## src/rtl/pfc_pkg.sv

```systemverilog
// Shared types, constants and square-geometry helpers for the Playfair digraph cipher.
package pfc_pkg;

    typedef logic [4:0] letter_t;
    typedef logic [4:0] pos_t;
    typedef logic [2:0] coord_t;

    localparam letter_t LETTER_A   = 5'd0;
    localparam letter_t LETTER_I   = 5'd8;
    localparam letter_t LETTER_J   = 5'd9;
    localparam letter_t LETTER_X   = 5'd23;
    localparam letter_t NUM_LETTERS = 5'd26;
    localparam pos_t    NUM_CELLS   = 5'd25;
    localparam coord_t  SIDE_MAX    = 3'd4;

    // command queue depth, at least 2
    localparam int QUEUE_DEPTH_DEFAULT = 2;

    // same encoding as the opcode field on the input stream
    typedef enum logic [1:0] {
        CMD_KEY  = 2'd0,
        CMD_DONE = 2'd1,
        CMD_TEXT = 2'd2,
        CMD_END  = 2'd3
    } cmd_kind_t;

    typedef struct packed {
        cmd_kind_t kind;
        letter_t   letter;
    } cmd_t;

    typedef enum logic [2:0] {
        ST_IDLE,
        ST_FILL,
        ST_POS,
        ST_CELL,
        ST_OUT
    } back_state_t;

    function automatic letter_t filler_for(input letter_t l);
        return (l == LETTER_X) ? LETTER_A : LETTER_X;
    endfunction

    // row of a square position (0..24)
    function automatic coord_t pos_row(input pos_t p);
        coord_t r;
        if (p >= 5'd20)      r = 3'd4;
        else if (p >= 5'd15) r = 3'd3;
        else if (p >= 5'd10) r = 3'd2;
        else if (p >= 5'd5)  r = 3'd1;
        else                 r = 3'd0;
        return r;
    endfunction

    function automatic coord_t pos_col(input pos_t p);
        pos_t base;
        coord_t r;
        r    = pos_row(p);
        base = ({2'b00, r} << 2) + {2'b00, r};
        return coord_t'(p - base);
    endfunction

    function automatic pos_t cell_addr(input coord_t r, input coord_t c);
        return ({2'b00, r} << 2) + {2'b00, r} + {2'b00, c};
    endfunction

    // one step along a row or column with wraparound; back moves up/left
    function automatic coord_t coord_step(input coord_t v, input logic back);
        coord_t n;
        if (back) n = (v == 3'd0) ? SIDE_MAX : v - 3'd1;
        else      n = (v == SIDE_MAX) ? 3'd0 : v + 3'd1;
        return n;
    endfunction

endpackage

```

## src/rtl/pfc_front.sv

```systemverilog
// Front end: classifies input beats and queues commands for the back end.
module pfc_front import pfc_pkg::*; #(
    parameter int QUEUE_DEPTH = QUEUE_DEPTH_DEFAULT
) (
    input  logic       aclk,
    input  logic       aresetn,
    input  logic       s_tvalid,
    output logic       s_tready,
    input  logic [7:0] s_tdata,
    input  logic [1:0] s_tuser,
    output logic       cmd_valid,
    input  logic       cmd_ready,
    output cmd_t       cmd
);

    localparam int PTR_W = (QUEUE_DEPTH > 1) ? $clog2(QUEUE_DEPTH) : 1;
    localparam int CNT_W = $clog2(QUEUE_DEPTH + 1);
    localparam logic [PTR_W-1:0] PTR_LAST = PTR_W'(QUEUE_DEPTH - 1);
    localparam logic [CNT_W-1:0] CNT_FULL = CNT_W'(QUEUE_DEPTH);

    cmd_t             q_mem [QUEUE_DEPTH];
    logic [PTR_W-1:0] wr_ptr_reg, wr_ptr_next;
    logic [PTR_W-1:0] rd_ptr_reg, rd_ptr_next;
    logic [CNT_W-1:0] count_reg, count_next;

    letter_t   letter_in;
    letter_t   letter_map;
    cmd_kind_t kind_in;
    logic      keep;
    logic      push;
    logic      pop;
    cmd_t      cmd_in;

    // J folds onto I; key or text letters past Z are dropped here
    always_comb begin
        letter_in  = s_tdata[4:0];
        letter_map = (letter_in == LETTER_J) ? LETTER_I : letter_in;
        kind_in    = cmd_kind_t'(s_tuser);
        keep       = !(((kind_in == CMD_KEY) || (kind_in == CMD_TEXT)) &&
                       (letter_map >= NUM_LETTERS));
        cmd_in     = '{kind: kind_in, letter: letter_map};
    end

    assign s_tready  = (count_reg != CNT_FULL);
    assign cmd_valid = (count_reg != '0);
    assign cmd       = q_mem[rd_ptr_reg];
    assign push      = s_tvalid && s_tready && keep;
    assign pop       = cmd_valid && cmd_ready;

    always_comb begin
        wr_ptr_next = wr_ptr_reg;
        rd_ptr_next = rd_ptr_reg;
        count_next  = count_reg;
        if (push) begin
            wr_ptr_next = (wr_ptr_reg == PTR_LAST) ? '0 : wr_ptr_reg + 1'b1;
        end
        if (pop) begin
            rd_ptr_next = (rd_ptr_reg == PTR_LAST) ? '0 : rd_ptr_reg + 1'b1;
        end
        if (push && !pop) begin
            count_next = count_reg + 1'b1;
        end else if (pop && !push) begin
            count_next = count_reg - 1'b1;
        end
    end

    always_ff @(posedge aclk) begin
        if (!aresetn) begin
            wr_ptr_reg <= '0;
            rd_ptr_reg <= '0;
            count_reg  <= '0;
        end else begin
            wr_ptr_reg <= wr_ptr_next;
            rd_ptr_reg <= rd_ptr_next;
            count_reg  <= count_next;
        end
    end

    always_ff @(posedge aclk) begin
        if (push) begin
            q_mem[wr_ptr_reg] <= cmd_in;
        end
    end

endmodule

```

## src/rtl/pfc_back.sv

```systemverilog
// Back end: builds the key square, pairs text letters and emits digraph beats.
module pfc_back import pfc_pkg::*; (
    input  logic       aclk,
    input  logic       aresetn,
    input  logic       cfg_we,
    input  logic       cfg_wdata,
    input  logic       cmd_valid,
    output logic       cmd_ready,
    input  cmd_t       cmd,
    output logic       m_tvalid,
    input  logic       m_tready,
    output logic [7:0] m_tdata,
    output logic       m_tlast
);

    // key square and its inverse, two registered read ports each
    letter_t key_square [NUM_CELLS];
    pos_t    letter_pos [NUM_LETTERS];

    back_state_t state_reg, state_next;
    logic [25:0] used_reg, used_next;
    pos_t        fill_reg, fill_next;
    logic        ready_reg, ready_next;
    letter_t     pend_reg, pend_next;
    logic        pend_valid_reg, pend_valid_next;
    letter_t     fill_idx_reg, fill_idx_next;
    logic        decrypt_mode_reg;
    letter_t     a_reg, a_next;
    letter_t     b_reg, b_next;
    logic [1:0]  obuf_cnt_reg, obuf_cnt_next;
    letter_t     obuf0_reg, obuf1_reg;
    logic        obuf_load;

    pos_t    pos_a_q, pos_b_q;
    pos_t    cell_addr_a, cell_addr_b;
    letter_t cell_a_q, cell_b_q;

    logic    place_en;
    letter_t place_letter;
    pos_t    place_at;

    coord_t ra, ca, rb, cb;
    coord_t ra_o, ca_o, rb_o, cb_o;

    assign cmd_ready = (state_reg == ST_IDLE);

    // pair geometry from the registered positions
    always_comb begin
        ra   = pos_row(pos_a_q);
        ca   = pos_col(pos_a_q);
        rb   = pos_row(pos_b_q);
        cb   = pos_col(pos_b_q);
        ra_o = ra;
        ca_o = ca;
        rb_o = rb;
        cb_o = cb;
        if (ca == cb) begin
            ra_o = coord_step(ra, decrypt_mode_reg);
            rb_o = coord_step(rb, decrypt_mode_reg);
        end else if (ra == rb) begin
            ca_o = coord_step(ca, decrypt_mode_reg);
            cb_o = coord_step(cb, decrypt_mode_reg);
        end else begin
            ca_o = cb;
            cb_o = ca;
        end
        cell_addr_a = cell_addr(ra_o, ca_o);
        cell_addr_b = cell_addr(rb_o, cb_o);
    end

    always_comb begin
        state_next      = state_reg;
        used_next       = used_reg;
        fill_next       = fill_reg;
        ready_next      = ready_reg;
        pend_next       = pend_reg;
        pend_valid_next = pend_valid_reg;
        fill_idx_next   = fill_idx_reg;
        a_next          = a_reg;
        b_next          = b_reg;
        place_en        = 1'b0;
        place_letter    = cmd.letter;
        place_at        = fill_reg;
        obuf_load       = 1'b0;

        unique case (state_reg)
            ST_IDLE: begin
                if (cmd_valid) begin
                    case (cmd.kind)
                        CMD_KEY: begin
                            // a key letter after a finished square starts a new key
                            if (ready_reg) begin
                                used_next       = '0;
                                fill_next       = '0;
                                ready_next      = 1'b0;
                                pend_valid_next = 1'b0;
                                place_at        = '0;
                            end
                            if (!used_next[cmd.letter] && (place_at < NUM_CELLS)) begin
                                place_en                = 1'b1;
                                used_next[cmd.letter]   = 1'b1;
                                fill_next               = place_at + 1'b1;
                            end
                        end
                        CMD_DONE: begin
                            fill_idx_next = '0;
                            state_next    = ST_FILL;
                        end
                        CMD_TEXT: begin
                            if (ready_reg) begin
                                if (!pend_valid_reg) begin
                                    pend_next       = cmd.letter;
                                    pend_valid_next = 1'b1;
                                end else if (!decrypt_mode_reg &&
                                             (pend_reg == cmd.letter)) begin
                                    // doubled letter: pad, repeat starts next pair
                                    a_next     = pend_reg;
                                    b_next     = filler_for(pend_reg);
                                    state_next = ST_POS;
                                end else begin
                                    a_next          = pend_reg;
                                    b_next          = cmd.letter;
                                    pend_valid_next = 1'b0;
                                    state_next      = ST_POS;
                                end
                            end
                        end
                        default: begin
                            if (pend_valid_reg && ready_reg && !decrypt_mode_reg) begin
                                a_next     = pend_reg;
                                b_next     = filler_for(pend_reg);
                                state_next = ST_POS;
                            end
                            pend_valid_next = 1'b0;
                        end
                    endcase
                end
            end
            ST_FILL: begin
                place_letter = fill_idx_reg;
                if ((fill_reg == NUM_CELLS) || (fill_idx_reg == NUM_LETTERS)) begin
                    ready_next = 1'b1;
                    state_next = ST_IDLE;
                end else begin
                    if ((fill_idx_reg != LETTER_J) && !used_reg[fill_idx_reg]) begin
                        place_en                = 1'b1;
                        used_next[fill_idx_reg] = 1'b1;
                        fill_next               = fill_reg + 1'b1;
                    end
                    fill_idx_next = fill_idx_reg + 1'b1;
                end
            end
            ST_POS: begin
                state_next = ST_CELL;
            end
            ST_CELL: begin
                state_next = ST_OUT;
            end
            ST_OUT: begin
                if (obuf_cnt_reg == 2'd0) begin
                    obuf_load  = 1'b1;
                    state_next = ST_IDLE;
                end
            end
            default: begin
                state_next = ST_IDLE;
            end
        endcase
    end

    // two-beat output buffer: first letter then second with tlast
    always_comb begin
        obuf_cnt_next = obuf_cnt_reg;
        if (obuf_load) begin
            obuf_cnt_next = 2'd2;
        end else if (m_tvalid && m_tready) begin
            obuf_cnt_next = obuf_cnt_reg - 2'd1;
        end
    end

    assign m_tvalid = (obuf_cnt_reg != 2'd0);
    assign m_tlast  = (obuf_cnt_reg == 2'd1);
    assign m_tdata  = {3'b000, (obuf_cnt_reg == 2'd2) ? obuf0_reg : obuf1_reg};

    always_ff @(posedge aclk) begin
        if (!aresetn) begin
            state_reg        <= ST_IDLE;
            used_reg         <= '0;
            fill_reg         <= '0;
            ready_reg        <= 1'b0;
            pend_reg         <= '0;
            pend_valid_reg   <= 1'b0;
            fill_idx_reg     <= '0;
            decrypt_mode_reg <= 1'b0;
            obuf_cnt_reg     <= '0;
        end else begin
            state_reg      <= state_next;
            used_reg       <= used_next;
            fill_reg       <= fill_next;
            ready_reg      <= ready_next;
            pend_reg       <= pend_next;
            pend_valid_reg <= pend_valid_next;
            fill_idx_reg   <= fill_idx_next;
            obuf_cnt_reg   <= obuf_cnt_next;
            if (cfg_we) begin
                decrypt_mode_reg <= cfg_wdata;
            end
        end
    end

    always_ff @(posedge aclk) begin
        a_reg <= a_next;
        b_reg <= b_next;
        if (obuf_load) begin
            obuf0_reg <= cell_a_q;
            obuf1_reg <= cell_b_q;
        end
    end

    always_ff @(posedge aclk) begin
        if (place_en) begin
            key_square[place_at]     <= place_letter;
            letter_pos[place_letter] <= place_at;
        end
        pos_a_q  <= letter_pos[a_reg];
        pos_b_q  <= letter_pos[b_reg];
        cell_a_q <= key_square[cell_addr_a];
        cell_b_q <= key_square[cell_addr_b];
    end

endmodule

```

## src/rtl/playfair_digraph_cipher_top.sv

```systemverilog
// Top level of the Playfair digraph cipher: front classifier, command queue, cipher engine.
// Throughput: one input beat a cycle into the command queue while it has a free slot. The engine
// handles a key letter, or a text letter that completes no pair, in its idle state; a completed
// pair runs through position lookup, cell lookup and output load, and a key-done beat walks the
// alphabet. Each pair leaves as two output beats. A pair-completing beat passes the queue, the
// pair registers, the registered letter-position and square-cell lookups and the output buffer.
// Reset (aresetn low, synchronous): queue empty, square not ready, used map and fill count clear.
module playfair_digraph_cipher_top import pfc_pkg::*; #(
    parameter int QUEUE_DEPTH = QUEUE_DEPTH_DEFAULT   // command queue depth, 2 or more
) (
    input  logic       aclk,
    input  logic       aresetn,
    // configuration: decrypt_mode (0 encrypt, 1 decrypt)
    input  logic       cfg_we,
    input  logic       cfg_wdata,
    // input stream
    input  logic       s_tvalid,
    output logic       s_tready,
    input  logic [7:0] s_tdata,    // [4:0] letter, [7:5] zero
    input  logic [1:0] s_tuser,    // [1:0] opcode
    // result stream
    output logic       m_tvalid,
    input  logic       m_tready,
    output logic [7:0] m_tdata,    // [4:0] out_letter, [7:5] zero
    output logic       m_tlast     // pair_end: second letter of a digraph
);

    // front to back command beat
    logic cmd_valid;
    logic cmd_ready;
    cmd_t cmd;

    // Front: J folded to I, out-of-range letters dropped, commands queued so the
    // input side keeps taking beats while the engine is busy, until the queue is full.
    pfc_front #(
        .QUEUE_DEPTH (QUEUE_DEPTH)
    ) u_front (
        .aclk      (aclk),
        .aresetn   (aresetn),
        .s_tvalid  (s_tvalid),
        .s_tready  (s_tready),
        .s_tdata   (s_tdata),
        .s_tuser   (s_tuser),
        .cmd_valid (cmd_valid),
        .cmd_ready (cmd_ready),
        .cmd       (cmd)
    );

    // Back: square build, pairing, rule lookup and a two-beat output buffer that
    // lets the next command start while the previous pair drains.
    pfc_back u_back (
        .aclk      (aclk),
        .aresetn   (aresetn),
        .cfg_we    (cfg_we),
        .cfg_wdata (cfg_wdata),
        .cmd_valid (cmd_valid),
        .cmd_ready (cmd_ready),
        .cmd       (cmd),
        .m_tvalid  (m_tvalid),
        .m_tready  (m_tready),
        .m_tdata   (m_tdata),
        .m_tlast   (m_tlast)
    );

endmodule

```

## config.mk

```make
export PLATFORM = sky130hd
export DESIGN_NAME = playfair_digraph_cipher_top
export DESIGN_NICKNAME = d
export VERILOG_FILES = /design/src/rtl/pfc_pkg.sv /design/src/rtl/pfc_front.sv /design/src/rtl/pfc_back.sv /design/src/rtl/playfair_digraph_cipher_top.sv
export SDC_FILE = /design/constraint.sdc
export NUM_CORES = 1
export LEC_CHECK = 0
export ABC_AREA = 1
export BUFFER_PORTS_ARGS = -buffer_cell sky130_fd_sc_hd__buf_4
export CAP_MARGIN = 20
export CORE_MARGIN = 3
export CORE_UTILIZATION = 38
export CTS_CLUSTER_DIAMETER = 200
export DETAILED_ROUTE_END_ITERATION = 8
export PLACE_DENSITY = 0.59
export SYNTH_ARGS = -nofsm -noshare
export SYNTH_HDL_FRONTEND = slang
export SYNTH_SLANG_ARGS = --single-unit
```

## constraint.sdc

```tcl
create_clock -name aclk -period 12.3 [get_ports aclk]
set_input_delay 2.46 -clock aclk [delete_from_list [all_inputs] [get_ports aclk]]
set_output_delay 2.46 -clock aclk [all_outputs]
set_load 0.02 [all_outputs]
```

==> metrics.md <==
| Metric | Value |
|---|---|
| Outcome | completed |
| Crit path depth | 27 |
| WP buf/inv | 7 |
| Post-DP HPWL | 36.88 mm |
| Final Cycle Share | 53.24% |
| Fillers | 5057 |
| First-pass GRT wire length | 90.16 mm |
| # clock sinks | 363 |
| CTS tree | done |
| Diodes inserted | 0 |
| CP peak stage delay | 0.68 ns |
| Clock-pin slew of the registers on the worst-case setup and hold paths | 0.06 ns |
| Post-cts resize count | 0 |
| GPL Wtd Cong | 0.8816 |
| Vias per std cell | 5.597 |
| Required @ worst endpoint | 12.73 ns |
| Met3 usage | 3.426% |
| Final Max Tran Viols | 0 |
| Hold WC Path Type | reg -> reg |
| Crit. End Element | flip-flop |
| Rows | 83 |
| Reg2reg start | u_back.pos_a_q[2] |
| Synth Flop Type | edfxtp_1 |
| Setup slack, reg-to-reg | 5.75 ns |
| Slew margin rel. | 33.36% |
| DP Cell Count | 3023 |
| Post-synthesis sequential area ratio | 50.42% |
| Post-CTS setup buffer count | 0 |
| Clock skew | 0.02790 ns |
| Die W | 236.3 microns |
| Vias in the first global route | 16590 |
| Total track usage | 19.91% |
| H-Tree Depth | 2 |
| Setup TNS | 0 ns |
| Hold Crit Endpoint | u_back.obuf1_reg[4] |
| Grt met2 use | 31.71% |
| Critical Path Source Type | flip-flop |
| Final hold vios | 0 |
| Proportion of layout cells with a drive suffix above 1 | 6.358% |
| Hold_sp | u_back.cell_b_q[4] |
| Routed vias | 17360 |
| Area contributors post-synth | edfxtp_1 43%, o21ai_0 9.8%, dfxtp_1 7.4%, nand2_1 6.5%, nor2_1 6.3% |
| RR Endpoint | u_back.cell_a_q[4] |
| Drt drc | 0 |
| Endpoints failing setup | 0 |
| Avg Cell Area, Syn | 8.245 sq um |
| Min Clock Period, post-route | 6.548 ns |
| Finished Layout Cells | 3102 |
| Distinct cell type count after synthesis | 51 |
| CP Max Fanout | 99 |
| Most frequent cell after synthesis | o21ai_0 |
| Delay-heaviest family, CP | buffers and inverters |
| Slew of the pin with the lowest slew margin | 0.9985 ns |
| Max FFs per register | 130 |
| GR Overflow Total | 0 |
| Worst skew pair latency | 0.57 ns |
| Cts bufs inserted | 42 |
| Initial drt markers | 1710 |
| Hold depth | 0 |
| Final WL | 57.06 mm |
| CP arrival | 6.98 ns |
| Setup CP Type | reg -> reg |
| Max-cap violation count | 0 |
| Post-synth top cells | 396 x o21ai_0, 351 x nand2_1, 337 x nor2_1 |
| Grt peak-use layer | met2 |
| CTS max path bufs | 3 |
| Clock root cell | clkbuf_16 |
| RSZ-0062 raised after global routing | false |
| DR pass1 iterations | 5 |
| Synth-to-layout area growth | 10.34% |
| Hold-fix buffer count after cts | 0 |
| Cell taking the most area after synthesis | edfxtp_1 |
| Net count, final | 2446 |
| Mapped Cells | 2444 |
| Die ar. | 0.05583 sq mm |
| YS warnings | 0 |
| Synthesized area | 0.02015 sq mm |
| Crit-path slowest cell | inv_1 |
| Peak Freq | 0.1527 GHz |
| Largest net degree at the start of global routing | 100 |
| ANT nets after route | 0 |
| M1 GR Usage | 27.23% |
| R2R depth | 27 |
| Die Ht | 236.3 microns |
| CP most frequent cell | inv_1 |
| Input/output buffers | 20 |
| Top cell type's share of synthesized area | 43.06% |
| Initial Util | 38.81% |
| Initial antenna violation count | 0 |
| Io pins | 27 |
| Core footprint | 0.05192 sq mm |
| Yosys reg bits | 363 |
| Post-synth EDFFs | 289 |
| Routed WL per cell | 18.39 microns |
| Fraction of registers with async set/reset | 0% |
## cell usage in the layout (no fill, tap or decap), drive strengths merged, types with 3 or more instances in the layout
cell,synthesis,final
nand3,175,175
nand2,359,359
clkinv,5,15
o211ai,59,59
o22ai,17,17
mux2,5,5
or2,7,7
xor2,9,9
o221ai,28,28
edfxtp,289,289
a32oi,5,5
nor2,341,341
ha,36,36
buf,32,48
bufinv,0,6
fa,6,6
conb,1,3
xnor2,5,5
o21ai,403,403
a211oi,3,3
clkbuf,118,58
a31oi,15,15
nand4,14,14
inv,265,269
a21oi,142,142
dfxtp,74,74
a22oi,5,5
nor3,14,14
## final cells by class
class | count | area [sq um] | area share [%]
flip-flops and latches | 363 | 10160 | 45.69
multi-input cells | 1663 | 8408 | 37.81
repair buffers | 48 | 367.9 | 1.654
inverters | 270 | 1016 | 4.569
well taps | 680 | 850.8 | 3.826
clock buffers | 58 | 1164 | 5.233
clock inverters | 20 | 270.3 | 1.215
## worst max-delay path by stage
stage / startpoint / endpoint
2_1_floorplan: u_back.pos_b_q[2] / u_back.cell_b_q[2]
3_3_place_gp: u_back.pos_b_q[2] / u_back.cell_b_q[4]
3_5_place_dp: u_back.pos_a_q[2] / u_back.cell_b_q[3]
4_1_cts: u_back.pos_a_q[2] / u_back.cell_b_q[3]
5_1_grt: u_back.pos_a_q[2] / u_back.cell_b_q[2]
6_report: u_back.pos_a_q[2] / u_back.cell_a_q[4]
## cells by family (layout without fill, tap and decap cells)
kind of cell	count (synthesis)	after routing	synth area share (%)
multiplexers	5	5	0.2794
buffers and inverters	420	396	8.177
AND/OR/NAND/NOR	918	918	19.01
adder cells (fa/ha/maj)	42	42	2.831
other	1	3	0.01861
XOR/XNOR	14	14	0.6085
AO/OA/AOI/OAI	681	681	18.66
flip-flops	363	363	50.42
## through the flow
stage	setup slack [ns]	hold WS, ns	instance area, sq um	utilization (%)
after floorplan	7.197	0.3855	20160	-
after global placement	6.035	0.3882	20790	40.03
after detailed placement	5.886	0.3887	20790	40.03
after CTS	5.887	0.3961	22220	42.80
after global routing	5.132	0.4036	22240	42.82
final	5.752	0.3974	22240	42.82
## metal layers
| metal | routed length [microns] | vias up |
|---|---|---|
| met5 | 0 | - |
| met4 | 1673 | 0 |
| met3 | 4476 | 122 |
| met2 | 25840 | 742 |
| met1 | 25070 | 8219 |
| li1 | - | 8279 |
Power is not shown: default switching activity piles up to over one toggle a cycle in this logic, so the estimate is an artifact.
